--- config.mk ---
export PLATFORM = sky130hd
export DESIGN_NAME = light_sensor_measure_sequencer_top
export DESIGN_NICKNAME = d
export VERILOG_FILES = /design/src/rtl/core/lsms_pkg.sv /design/src/rtl/core/lsms_div.sv /design/src/rtl/core/lsms_core.sv /design/src/rtl/core/light_sensor_measure_sequencer_top.sv
export SDC_FILE = /design/constraint.sdc
export NUM_CORES = 1
export LEC_CHECK = 0
export ABC_AREA = 1
export ABC_CLOCK_PERIOD_IN_PS = 8000
export BUFFER_PORTS_ARGS = -buffer_cell sky130_fd_sc_hd__buf_2
export CORE_UTILIZATION = 25
export CTS_CLUSTER_SIZE = 25
export DETAILED_ROUTE_END_ITERATION = 8
export PLACE_DENSITY = 0.36
export SETUP_SLACK_MARGIN = 0.02
export SLEW_MARGIN = 10
export SYNTH_ARGS = -nofsm -noshare
export SYNTH_HDL_FRONTEND = slang
export SYNTH_SLANG_ARGS = --single-unit
export TNS_END_PERCENT = 50
--- constraint.sdc ---
create_clock -name clk -period 8 [get_ports clk]
set_input_delay 0.8 -clock clk [delete_from_list [all_inputs] [get_ports clk]]
set_output_delay 0.8 -clock clk [all_outputs]
set_load 0.005 [all_outputs]
--- src/rtl/core/lsms_pkg.sv ---
package lsms_pkg;

  localparam int PHASE_W   = 3;
  localparam int MEAN_W    = 10;
  localparam int ADC_W     = 10;
  localparam int CFG_IDX_W = 2;
  localparam int CFG_DAT_W = 10;

  // phase codes
  localparam logic [PHASE_W-1:0] PH_OFF       = 3'd0;
  localparam logic [PHASE_W-1:0] PH_REQ       = 3'd1;
  localparam logic [PHASE_W-1:0] PH_SAMPLING  = 3'd2;
  localparam logic [PHASE_W-1:0] PH_SAMPLED   = 3'd3;
  localparam logic [PHASE_W-1:0] PH_EVALUATED = 3'd4;
  localparam logic [PHASE_W-1:0] PH_PUBLISHED = 3'd5;

  // register indexes
  localparam logic [CFG_IDX_W-1:0] REG_DARK_THRESHOLD = 2'd0;
  localparam logic [CFG_IDX_W-1:0] REG_LINK_CONNECTED = 2'd1;

  localparam logic [MEAN_W-1:0] THRESHOLD_RESET = 10'd6;
  localparam logic [MEAN_W-1:0] LAST_MEAN_RESET = 10'd999;

  typedef struct packed {
    logic [MEAN_W-1:0] dark_threshold;
    logic              link_connected;
  } cfg_t;

  typedef struct packed {
    logic [PHASE_W-1:0] phase;
    logic               power_on;
    logic               dark_indicator;
    logic               publish_now;
    logic [MEAN_W-1:0]  mean_value;
    logic               bright_level;
    logic               link_error;
  } res_t;

endpackage

--- src/rtl/core/lsms_div.sv ---
module lsms_div #(
  parameter int ADC_BITS      = 10,
  parameter int AVERAGE_LIMIT = 10
) (
  input  logic [ADC_BITS+$clog2(AVERAGE_LIMIT+1)-1:0] sum,
  output logic [ADC_BITS-1:0]                         quot
);

  localparam int DIVISOR = AVERAGE_LIMIT + 1;
  localparam int SHIFT_L = $clog2(DIVISOR);
  localparam int SUM_W   = ADC_BITS + SHIFT_L;
  localparam int SHIFT   = SUM_W + SHIFT_L;
  localparam int PROD_W  = 2 * SUM_W + 1;
  // rounded-up reciprocal: exact quotient for every SUM_W-bit sum
  localparam int unsigned RECIP = ((32'd1 << SHIFT) + DIVISOR - 1) / DIVISOR;

  logic [SUM_W:0]    recip;
  logic [PROD_W-1:0] prod;

  assign recip = (SUM_W+1)'(RECIP);
  assign prod  = PROD_W'(sum) * PROD_W'(recip);
  assign quot  = prod[SHIFT +: ADC_BITS];

endmodule

--- src/rtl/core/lsms_core.sv ---
module lsms_core #(
  parameter int ADC_BITS      = 10,
  parameter int AVERAGE_LIMIT = 10
) (
  input  logic                        clk,
  input  logic                        rst_n,
  input  logic                        fire,
  input  logic [lsms_pkg::ADC_W-1:0]  adc,
  input  lsms_pkg::cfg_t              cfg,
  output lsms_pkg::res_t              res
);

  localparam int TALLY_W = $clog2(AVERAGE_LIMIT + 1);
  localparam int SUM_W   = ADC_BITS + TALLY_W;

  logic [lsms_pkg::PHASE_W-1:0] phase_r, phase_nxt;
  logic [SUM_W-1:0]             sample_sum_r, sample_sum_nxt;
  logic [TALLY_W-1:0]           sample_tally_r, sample_tally_nxt;
  logic [lsms_pkg::MEAN_W-1:0]  mean_r, mean_nxt;
  logic                         level_r, level_nxt;
  logic                         last_level_r, last_level_nxt;
  logic [lsms_pkg::MEAN_W-1:0]  last_mean_r, last_mean_nxt;
  logic                         supply_r, supply_nxt;
  logic                         indicator_r, indicator_nxt;
  logic                         pub, err;

  logic [SUM_W-1:0]    sum_add;
  logic [ADC_BITS-1:0] quot;

  // bits above ADC_BITS are ignored
  assign sum_add = sample_sum_r + SUM_W'(adc[ADC_BITS-1:0]);

  lsms_div #(
    .ADC_BITS      (ADC_BITS),
    .AVERAGE_LIMIT (AVERAGE_LIMIT)
  ) u_div (
    .sum  (sum_add),
    .quot (quot)
  );

  always_comb begin
    phase_nxt        = phase_r;
    sample_sum_nxt   = sample_sum_r;
    sample_tally_nxt = sample_tally_r;
    mean_nxt         = mean_r;
    level_nxt        = level_r;
    last_level_nxt   = last_level_r;
    last_mean_nxt    = last_mean_r;
    supply_nxt       = supply_r;
    indicator_nxt    = indicator_r;
    pub              = 1'b0;
    err              = 1'b0;
    case (phase_r)
      lsms_pkg::PH_OFF: begin
        sample_sum_nxt   = '0;
        sample_tally_nxt = '0;
        phase_nxt        = lsms_pkg::PH_REQ;
      end
      lsms_pkg::PH_REQ: begin
        supply_nxt = 1'b1;
        phase_nxt  = lsms_pkg::PH_SAMPLING;
      end
      lsms_pkg::PH_SAMPLING: begin
        if (sample_tally_r == TALLY_W'(AVERAGE_LIMIT)) begin
          mean_nxt         = lsms_pkg::MEAN_W'(quot);
          sample_sum_nxt   = '0;
          sample_tally_nxt = '0;
          phase_nxt        = lsms_pkg::PH_SAMPLED;
        end else begin
          sample_sum_nxt   = sum_add;
          sample_tally_nxt = sample_tally_r + TALLY_W'(1);
        end
      end
      lsms_pkg::PH_SAMPLED: begin
        level_nxt     = !(mean_r <= cfg.dark_threshold);
        indicator_nxt = (mean_r <= cfg.dark_threshold);
        supply_nxt    = 1'b0;
        phase_nxt     = lsms_pkg::PH_EVALUATED;
      end
      lsms_pkg::PH_EVALUATED: begin
        if (cfg.link_connected) begin
          if (level_r != last_level_r || mean_r != last_mean_r) begin
            last_level_nxt = level_r;
            last_mean_nxt  = mean_r;
            pub            = 1'b1;
          end
        end else begin
          err = 1'b1;
        end
        phase_nxt = lsms_pkg::PH_PUBLISHED;
      end
      default: begin
        phase_nxt = lsms_pkg::PH_OFF;
      end
    endcase
  end

  always_ff @(posedge clk) begin
    if (!rst_n) begin
      phase_r        <= lsms_pkg::PH_OFF;
      sample_sum_r   <= '0;
      sample_tally_r <= '0;
      mean_r         <= '0;
      level_r        <= 1'b0;
      last_level_r   <= 1'b1;
      last_mean_r    <= lsms_pkg::LAST_MEAN_RESET;
      supply_r       <= 1'b0;
      indicator_r    <= 1'b0;
    end else if (fire) begin
      phase_r        <= phase_nxt;
      sample_sum_r   <= sample_sum_nxt;
      sample_tally_r <= sample_tally_nxt;
      mean_r         <= mean_nxt;
      level_r        <= level_nxt;
      last_level_r   <= last_level_nxt;
      last_mean_r    <= last_mean_nxt;
      supply_r       <= supply_nxt;
      indicator_r    <= indicator_nxt;
    end
  end

  always_comb begin
    res.phase          = phase_nxt;
    res.power_on       = supply_nxt;
    res.dark_indicator = indicator_nxt;
    res.publish_now    = pub;
    res.mean_value     = mean_nxt;
    res.bright_level   = level_nxt;
    res.link_error     = err;
  end

  a_supply_phase: assert property (@(posedge clk) disable iff (!rst_n)
    supply_r |-> (phase_r == lsms_pkg::PH_SAMPLING || phase_r == lsms_pkg::PH_SAMPLED))
    else $error("sensor powered outside sampling");

  a_tally_phase: assert property (@(posedge clk) disable iff (!rst_n)
    (sample_tally_r != '0) |-> (phase_r == lsms_pkg::PH_SAMPLING))
    else $error("sample tally left over outside sampling");

  a_phase_code: assert property (@(posedge clk) disable iff (!rst_n)
    phase_r <= lsms_pkg::PH_PUBLISHED)
    else $error("phase register holds an unused code");

endmodule

--- src/rtl/core/light_sensor_measure_sequencer_top.sv ---
// Accepted beats wait in the input register until the sequencer steps; results
// go out from the result register. One input beat per cycle while out_ready is
// high; the phase sequencer makes one step per beat and the mean is a single
// reciprocal multiply in that step. Reset: rst_n is synchronous, active low; it
// clears the sequencer, accumulator, last report and registers to defaults.
module light_sensor_measure_sequencer_top #(
  parameter int AVERAGE_LIMIT = 10,
  parameter int ADC_BITS      = 10
) (
  input  logic                            clk,
  input  logic                            rst_n,
  input  logic                            in_valid,
  output logic                            in_ready,
  input  logic [lsms_pkg::ADC_W-1:0]      in_adc_sample,
  output logic                            out_valid,
  input  logic                            out_ready,
  output logic [lsms_pkg::PHASE_W-1:0]    out_phase,
  output logic                            out_power_on,
  output logic                            out_dark_indicator,
  output logic                            out_publish_now,
  output logic [lsms_pkg::MEAN_W-1:0]     out_mean_value,
  output logic                            out_bright_level,
  output logic                            out_link_error,
  input  logic                            cfg_valid,
  output logic                            cfg_ready,
  input  logic [lsms_pkg::CFG_IDX_W-1:0]  cfg_index,
  input  logic [lsms_pkg::CFG_DAT_W-1:0]  cfg_data
);

  logic                       in_valid_r;
  logic [lsms_pkg::ADC_W-1:0] adc_r;
  logic                       out_valid_r;
  lsms_pkg::res_t             out_res_r;
  lsms_pkg::res_t             res;
  lsms_pkg::cfg_t             cfg_r;
  logic                       fire;

  assign fire      = in_valid_r && (!out_valid_r || out_ready);
  assign in_ready  = !in_valid_r || fire;
  assign cfg_ready = 1'b1;

  always_ff @(posedge clk) begin
    if (!rst_n) begin
      cfg_r.dark_threshold <= lsms_pkg::THRESHOLD_RESET;
      cfg_r.link_connected <= 1'b0;
    end else if (cfg_valid) begin
      case (cfg_index)
        lsms_pkg::REG_DARK_THRESHOLD: cfg_r.dark_threshold <= cfg_data;
        lsms_pkg::REG_LINK_CONNECTED: cfg_r.link_connected <= cfg_data[0];
        default: ;
      endcase
    end
  end

  // input register
  always_ff @(posedge clk) begin
    if (!rst_n) begin
      in_valid_r <= 1'b0;
    end else if (in_valid && in_ready) begin
      in_valid_r <= 1'b1;
    end else if (fire) begin
      in_valid_r <= 1'b0;
    end
  end

  always_ff @(posedge clk) begin
    if (in_valid && in_ready) begin
      adc_r <= in_adc_sample;
    end
  end

  lsms_core #(
    .ADC_BITS      (ADC_BITS),
    .AVERAGE_LIMIT (AVERAGE_LIMIT)
  ) u_core (
    .clk   (clk),
    .rst_n (rst_n),
    .fire  (fire),
    .adc   (adc_r),
    .cfg   (cfg_r),
    .res   (res)
  );

  // result register
  always_ff @(posedge clk) begin
    if (!rst_n) begin
      out_valid_r <= 1'b0;
    end else if (fire) begin
      out_valid_r <= 1'b1;
    end else if (out_ready) begin
      out_valid_r <= 1'b0;
    end
  end

  always_ff @(posedge clk) begin
    if (fire) begin
      out_res_r <= res;
    end
  end

  assign out_valid          = out_valid_r;
  assign out_phase          = out_res_r.phase;
  assign out_power_on       = out_res_r.power_on;
  assign out_dark_indicator = out_res_r.dark_indicator;
  assign out_publish_now    = out_res_r.publish_now;
  assign out_mean_value     = out_res_r.mean_value;
  assign out_bright_level   = out_res_r.bright_level;
  assign out_link_error     = out_res_r.link_error;

  a_fire_shows: assert property (@(posedge clk) disable iff (!rst_n)
    fire |=> out_valid_r)
    else $error("stepped beat did not reach result register");

  a_hold_input: assert property (@(posedge clk) disable iff (!rst_n)
    (in_valid_r && !fire) |=> (in_valid_r && $stable(adc_r)))
    else $error("waiting input beat lost");

  a_report_phase: assert property (@(posedge clk) disable iff (!rst_n)
    (out_valid_r && (out_res_r.publish_now || out_res_r.link_error)) |->
      (out_res_r.phase == lsms_pkg::PH_PUBLISHED))
    else $error("report flag outside publish step");

endmodule

; Word-level counts from Yosys, hierarchy flattened
; Index checks and enable logic that the tools add are counted.
[totals]
register_bits = 86
inputBits = 27
out_inout_bits = 21
wordCells = 68
[classes]
addsub = 2
n_mul = 1
n_lt_le_gt_ge = 1
n_eq_ne = 8
muxes = 17
n_reduce_logical = 18
[op_table]
columns = op, n
row1 = 14-bit one-hot mux with 2 select lines, 1
row2 = 14-bit by 12-bit multiplier with 25-bit output (second input constant), 1
row3 = 10-bit two-way mux, 2
row4 = 3-bit one-hot mux with 5 select lines, 1
row5 = 14-bit by 10-bit adder with 14-bit output, 1
row6 = 14-bit two-way mux, 1
row7 = 10-bit less-or-equal comparator, 1
row8 = 10-bit != test, 1
row9 = 1-bit two-way mux, 8
row10 = 4-bit one-hot mux with 2 select lines, 1
row11 = 2-bit AND reduction, 4
row12 = 3-bit by 2-bit equality test with 1-bit output (second input constant), 2
row13 = 2-bit nonzero test, 3
row14 = 4-bit by 1-bit adder with 4-bit output (second input constant), 1
row15 = 4-bit equality test (second input constant), 1
row16 = 4-bit two-way mux, 1
row17 = 4-bit AND reduction, 1
row18 = 3-bit by 1-bit equality test with 1-bit output (second input constant), 1
row19 = 3-bit equality test (second input constant), 1
row20 = 1-bit zero test, 3
row21 = 3-bit zero test, 1
row22 = 1-bit logical OR, 3
row23 = 3-bit two-way mux, 1
row24 = 2-bit by 1-bit equality test with 1-bit output (second input constant), 1
row25 = 4 further kinds, 5

; Logic depth before layout (Yosys ltp)
; Gate-level depths: netlist of run 1.
[depth]
depth_word = 6
mapped_depth = 33
depth_no_buf = 33

; By module
; From an unflattened synthesis of run 1, not the netlist that was laid out.
[unflattened]
cells_unflattened = 1042
hier_area_um2 = 8021.4
[by_module_without_submodules]
columns = module, instances, cells_per_inst, area_each_um2, seq_area_each_um2
row1 = lsms_div, 1, 449, 3407.0, 0.0
row2 = lsms_core, 1, 480, 3181.8, 900.9
row3 = light_sensor_measure_sequencer_top, 1, 113, 1432.6, 1101.1

; Worst setup path after synthesis of run 1
; Ideal clock, no wire load.
[synth_path]
kind = flip-flop to flip-flop
startpoint = register adc_r[0] (netlist name)
endpoint = register out_res_r, in the netlist out_mean_value[9] (data pin)
setup_ps = 251
arrival_ps = 5339
t_required_ps = 7749
slack_ps = 2411
path_stages_with_launch = 28
n_path_buf = 0
period_less_slack_ps = 5589
cell_sequence = edfxtp_1 > ha_1 > inv_1 > fa_1 > o21ai_4 > a21oi_2 > o21ai_2 > xor2_2 > ha_1 > inv_1 > fa_1 > inv_1 > fa_1 > fa_1 > inv_1 > fa_1 > inv_1 > ha_1 > nand2_1 > nor2_1 > a21boi_1 > o21bai_1 > nand3_1 > inv_1 > nand2_1 > nand3_1 > nand2_1 > inv_1
[synth_lines]
columns = element, line
row1 = "start, declared", light_sensor_measure_sequencer_top.sv:31  ; logic [lsms_pkg::ADC_W-1:0] adc_r;
row2 = "start signal, assigned", light_sensor_measure_sequencer_top.sv:68  ; adc_r <= in_adc_sample;
row3 = "end signal, assigned", light_sensor_measure_sequencer_top.sv:97  ; out_res_r <= res;
row4 = "end, declared", light_sensor_measure_sequencer_top.sv:33  ; lsms_pkg::res_t out_res_r;

==> results of run 1 <==
## registers in the layout, summed over array words and instances, names as in the netlist
name / cells
out_mean_value: 10
adc_r: 10
u_core.mean_r: 10
u_core.sample_sum_r: 14
u_core.level_r: 1
out_link_error: 1
u_core.indicator_r: 1
out_power_on: 1
out_bright_level: 1
in_valid_r: 1
u_core.sample_tally_r: 4
cfg_r: 11
u_core.last_level_r: 1
u_core.phase_r: 3
out_valid: 1
u_core.last_mean_r: 10
out_publish_now: 1
out_phase: 3
u_core.supply_r: 1
out_dark_indicator: 1
## per-stage QoR
stage          cell area (um2)  utilization (%)  worst slack (ns)
6_report                  8607            28.81             1.656
3_5_place_dp              8285            27.73             1.584
3_3_place_gp              8285            27.73             1.591
5_1_grt                   8607            28.81             1.171
2_1_floorplan             7636                -             2.411
4_1_cts                   8607            28.81             1.589
## cell type report
| class | count | area (um2) |
|---|---|---|
| Multi-Input combinational cell | 653 | 4811 |
| Inverter | 197 | 739.5 |
| Fill cell | 3237 | 21270 |
| Clock buffer | 9 | 225.2 |
| Timing Repair Buffer | 48 | 245.2 |
| Sequential cell | 86 | 2002 |
| Clock inverter | 7 | 96.34 |
| Tap cell | 390 | 488.0 |
## report_power, final
group / total, W / internal (W) / switching (W) / leakage, nW
clock: 0.000468 / 0.000275 / 0.000193 / 0.155
combinational: 0.00134 / 0.000472 / 0.000868 / 3.40
sequential: 0.000485 / 0.000471 / 0.0000134 / 0.741
## cells by family (layout without fill, tap and decap cells)
group / count (synthesis) / after routing
AND/OR/NAND/NOR: 330 / 330
buffers and inverters: 216 / 261
adder cells (fa/ha/maj): 153 / 153
AO/OA/AOI/OAI: 143 / 143
flip-flops: 86 / 86
XOR/XNOR: 26 / 26
other: 1 / 1
## worst max-delay path, stage by stage (launching register included)
cell      delay (ns)
edfxtp_1        0.37
ha_1            0.47
nand2_1         0.10
inv_2           0.06
nand3_2         0.09
a21oi_2         0.17
nor2_1          0.08
xnor2_1         0.59
ha_1            0.39
inv_1           0.08
fa_1            0.40
inv_1           0.09
fa_1            0.42
fa_1            0.56
inv_1           0.06
fa_1            0.53
inv_1           0.05
ha_1            0.37
a21oi_1         0.27
o21ai_0         0.16
a21oi_1         0.19
nand2_1         0.10
nand2_1         0.08
nand2_1         0.05
nand2_1         0.06
nand3_1         0.09
o21ai_1         0.18
inv_1           0.05
## layer usage
metal  part of all wire [%]  up-vias  wire length, um  GRT usage, %
li1                       -     3125                -             -
met1                     55     2780            10890         20.15
met2                     41       69             8210         20.67
met3                    2.3       13              449         1.611
met4                    1.3        0              258         4.023
met5                      0        -                0             0
## synth_stat cells, drive strengths merged (3+ instances only)
master  instances  share of area (%)
inv           197                9.7
ha            104                 17
a31oi           3               0.25
dfxtp          58                 15
or2             5               0.41
nor3            4               0.33
xnor2           5               0.57
nand3          61                4.1
nand2         165                8.4
a21oi          69                4.8
xor2           21                2.8
a21o            6               0.59
clkbuf         13               0.64
nor2           79                4.1
o21ai          48                3.4
edfxtp         28                 11
nand4           9               0.74
o21bai          4               0.44
o211ai          4               0.39
buf             6               0.49
fa             49                 13
## final timing paths
| kind | cells past startpoint | end | from | slack [ns] |
|---|---|---|---|---|
| setup / recovery | 27 | out_mean_value[5]$_DFFE_PP_ | adc_r[4]$_DFFE_PP_ | 1.66 |
| hold / removal | 2 | u_core.sample_sum_r[6]$_SDFFE_PN0P_ | u_core.sample_sum_r[6]$_SDFFE_PN0P_ | 0.47 |
| setup reg to reg | 27 | out_mean_value[5]$_DFFE_PP_ | adc_r[4]$_DFFE_PP_ | 1.66 |
| hold reg to reg | 2 | u_core.sample_sum_r[6]$_SDFFE_PN0P_ | u_core.sample_sum_r[6]$_SDFFE_PN0P_ | 0.47 |
==> summary.txt, run 1 <==
Outcome
  – Status: finished, final reports clean

Synthesis
  – Syn nets: 1,135
  – Synth cell types: 45
  – Largest family of logic cells by synthesized area: adder cells
  – Post-synth EDFFs: 28
  – Warnings from Yosys: 0
  – Adder-Cell Fraction of Synth Area: 29.89%
  – Register area share after synthesis: 26.22%
  – Synthesized instance count: around 960
  – Synth Area in Compound Gates: 10.93%
  – Mux cell area share after synthesis: 0%
  – Synthesized flop and latch total: 86
  – XOR/XNOR Fraction of Synth Area: 3.375%
  – Post-synthesis simple-gate area fraction: 18.73%
  – Most used DFF post-synth: dfxtp_1
  – Post-synth ARST share: 0%
  – Avg Inst Size Synth: 7.996 um2
  – Mapped Area: about 0.0076 mm2

Clock tree
  – Setup Fix Bufs, Post-CTS: 0
  – Num CTS Buffers: 9
  – Clk_lat worst skew: 0.36 ns
  – Htree depth: 3
  – Worst-path clk slew: roughly 0.070 ns
  – CTS Sinks: between 80 and 90
  – Clock tree buffer depth: 2
  – Post_cts resized: 0
  – Post-CTS Hold Buffers: 0
  – Clk root buf: clkbuf_16
  – CTS tree: built

Timing
  – Final min period: 6.344 ns
  – Final critical-path share of the clock period: between 70% and 80%
  – Max Slew Vio Count: 0
  – Tightest Pin Transition: approximately 0.95 ns
  – Worst clock skew: 0.01061 ns
  – Hold_ws: 0.4705 ns
  – Post-route setup TNS: 0 ns
  – Unrepaired setup endpoints after global routing: no
  – Final Setup Violations: 0
  – FMAX: approximately 160 MHz
  – Hold Violations, Final: 0
  – Rel. slew slack: 36.62%

Detailed routing
  – Detailed router's first-iteration violation count: slightly above 300
  – Final ANT Viol Nets: 0
  – DRC: 0
  – Vias: 5,987
  – DR pass1 iterations: 4
  – WL/cell: 14.25 um
  – Vias per cell: ~4.3
  – Total Wirelength: 19,810 um

Setup path
  – Critical Path RT: between 8 and 9 ns
  – Worst setup SP type: flop
  – Critical-path maximum fanout: 6
  – CP Class: flop to flop
  – Arrival time at the worst endpoint: 6.46 ns
  – Crit end category: flop

Placed design
  – Placed Cells incl. Taps: roughly 1,400
  – Port buffer count: 46
  – Placer's final routability congestion estimate: 0.8080
  – DP HPWL: approximately 16,000 um

Die
  – Die W: 176.8 um
  – Core area: 0.02987 mm2
  – Starting Density: approximately a quarter
  – # rows: 63
  – Die Span Y: 176.8 um
  – Die area: 0.03125 mm2
  – IO Count: 48

Layout
  – Layout Cells excl Fill: between 1,000 and 1,500
  – Final net count: 1,175
  – Commonest non-fill, non-tap cell in the layout: inv_1
  – Ant diodes: 0
  – Ratio of cells with drive above 1 in the final layout: a little over a tenth
  – Most frequent cells in the layout: inv_1, nand2_1, ha_1
  – Synth-to-Final Area Change: 12.71%

Global route
  – Number of global-route vias before repair: just over 6,000
  – Largest net degree at the start of global routing: 47
  – Initial antenna violation count: 0
  – Grt total ovfl: 0
  – First-pass GRT wire length: 32,890 um
  – Total track usage: 13.67%

Power
  – Power after layout: between 0.002 and 0.0025 W
  – Pwr dens: 266.4 mW/mm2
  – Maximum VDD drop: about 0.14 mV
  – Leak pwr: 4.296 nW

Flow run
  – Max-Cap Viols: 0

Hold path
  – Min-Delay Path Class: flop to flop
Note: power is estimated with default switching activity, not from simulation.
==> run 2, diff against run 1 <==
--- a/config.mk
+++ b/config.mk
@@ -6,7 +6,7 @@
 export NUM_CORES = 1
 export LEC_CHECK = 0
 export ABC_AREA = 1
-export ABC_CLOCK_PERIOD_IN_PS = 8000
+export ABC_CLOCK_PERIOD_IN_PS = 5950
 export BUFFER_PORTS_ARGS = -buffer_cell sky130_fd_sc_hd__buf_2
 export CORE_UTILIZATION = 25
 export CTS_CLUSTER_SIZE = 25
==> constraint.sdc (replaced) <==
create_clock -name clk -period 5.95 [get_ports clk]
set_input_delay 0.595 -clock clk [delete_from_list [all_inputs] [get_ports clk]]
set_output_delay 0.595 -clock clk [all_outputs]
set_load 0.005 [all_outputs]
==> summary.txt, run 2 (same netlist as run 1, synthesis figures left out) <==
Hold path
  – Min-Delay Path Class: input pin to flop

Setup path
  – WP buf/inv: 8
  – Arrival time at the worst endpoint: 5.80 ns
  – Crit end category: flop
  – CP delay by family, top: adder cells
  – CP max stage delay: 0.53 ns
  – Critical Path RT: 6.08 ns
  – CP Class: flop to flop
  – Critical-path maximum fanout: 4
  – Worst path slowest cell: fa_1
  – Worst setup SP type: flop

Layout
  – Ratio of cells with drive above 1 in the final layout: 18.63%
  – Synth-to-Final Area Change: 20.20%
  – Largest register FFs: 14
  – Largest regs: u_core.sample_sum_r (14), cfg_r (11)
  – Final Cell Area: between 0.009 and 0.01 mm2
  – Most frequent cells in the layout: inv_1, nand2_1, ha_1
  – Ant diodes: 0
  – Final net count: 1,211
  – Most flops, register: u_core.sample_sum_r
  – Commonest non-fill, non-tap cell in the layout: inv_1
  – Fin util: ~31%

Placed design
  – Port buffer count: 46
  – DP Area: between 0.008 and 0.009 mm2
  – Worst slack, placed: -0.1390 ns
  – Placer's final routability congestion estimate: 0.8025
  – DP HPWL: 16,410 um

Clock tree
  – Post-CTS Hold Buffers: 0
  – Worst-path clk slew: 0.08 ns
  – Clk root buf: clkbuf_16
  – Clock tree buffer depth: 2
  – CTS Sinks: 86
  – Num CTS Buffers: 9
  – Clk_lat worst skew: between 0.3 and 0.4 ns
  – Htree depth: 3
  – CTS tree: built

Die
  – Die area: 0.03125 mm2
  – Starting Density: 25.56%
  – Die W: ~180 um
  – Core area: 0.02987 mm2
  – # rows: 63
  – Die Span Y: between 150 and 200 um
  – IO Count: 48

Detailed routing
  – Vias: 6,110
  – Final ANT Viol Nets: 0
  – DRC: 0
  – Total Wirelength: 20,030 um
  – Vias per cell: 4.285
  – DR pass1 iterations: 4
  – WL/cell: between 10 and 15 um
  – Detailed router's first-iteration violation count: roughly 240

Global route
  – Total track usage: 13.57%
  – Grt total ovfl: 0
  – Number of global-route vias before repair: 6,126
  – Largest net degree at the start of global routing: 43
  – Initial antenna violation count: 0
  – First-pass GRT wire length: 32,840 um

Power
  – Pwr dens: 392.2 mW/mm2
  – Maximum VDD drop: 0.2382 mV
  – Power after layout: 0.003600 W
  – Leak pwr: 4.485 nW

Flow run
  – Max-Cap Viols: 0

Timing
  – Rel. slew slack: 43.24%
  – Max Slew Vio Count: 0
  – Final Setup Violations: 0
  – Setup slack after layout: 0.2725 ns
  – Unrepaired setup endpoints after global routing: yes
  – FMAX: 176.1 MHz
  – Hold Violations, Final: 0
  – Final min period: roughly 5.7 ns
  – Final critical-path share of the clock period: ~95%
  – Worst clock skew: 0.01508 ns
  – Tightest Pin Transition: 0.8505 ns

Outcome
  – Status: finished, final reports clean
-- run 2: changes by cell type in the layout (fill, tap and decap cells not counted), moves of 4 or more --
| cell | previous run | this run |
|---|---|---|
| a21oi_1 | 63 | 57 |
| a21oi_2 | 6 | 12 |
| buf_4 | 2 | 36 |
| ha_1 | 104 | 88 |
| ha_4 | 0 | 14 |
| inv_1 | 189 | 185 |
| nand2_1 | 156 | 150 |
| nand2_2 | 9 | 15 |
| nor2_1 | 72 | 64 |
| nor2_2 | 7 | 14 |
-- run 2: worst paths after layout --
path	startpoint	to	slack [ns]	cells after the start
setup / recovery	u_core.sample_sum_r[0]$_SDFFE_PN0P_	out_mean_value[6]$_DFFE_PP_	0.27	27
hold / removal	in_adc_sample[2]	adc_r[2]$_DFFE_PP_	0.42	1
setup reg to reg	u_core.sample_sum_r[0]$_SDFFE_PN0P_	out_mean_value[6]$_DFFE_PP_	0.27	27
hold reg to reg	cfg_r[4]$_SDFFE_PN0P_	cfg_r[4]$_SDFFE_PN0P_	0.47	2
-- run 2: through the flow --
step / hold WS (ns) / cells / TNS, ns
after floorplan: 0.4353 / 955 / 0
after global placement: 0.4572 / 1403 / -0.03675
after detailed placement: 0.4646 / 1403 / -0.2530
after CTS: 0.3983 / 1420 / 0
after global routing: 0.3981 / 1426 / -0.02246
final: 0.4183 / 1426 / 0
-- run 2: where the power goes --
| group | total [W] | internal, W | switching [W] |
|---|---|---|---|
| Combinational | 0.00231 | 0.000962 | 0.00135 |
| Clock | 0.000641 | 0.000373 | 0.000268 |
| Sequential | 0.000652 | 0.000633 | 0.0000182 |
-- run 2: what timing repair did --
item / 4_1_cts / 5_1_grt
setup buffers: 1 / 6
resized for setup: 4 / 57
pin swaps: 2 / 28
endpoints found under the hold margin: 0 / 0
setup endpoints to repair: 7 / 20
-- run 2: cell type report --
cell class	count	area [um2]
Tap cell	390	488.0
Inverter	197	742.0
Multi-Input combinational cell	653	5102
Sequential cell	86	2002
Fill cell	3180	20700
Clock inverter	6	92.59
Timing Repair Buffer	84	523.0
Clock buffer	10	229.0
-- run 2: per-layer routing --
layer	vias up	global-route usage, %	routed length [um]
li1	3202	-	-
met1	2848	19.83	10840
met2	50	21.24	8670
met3	10	1.396	320
met4	0	3.233	197
met5	-	0	0
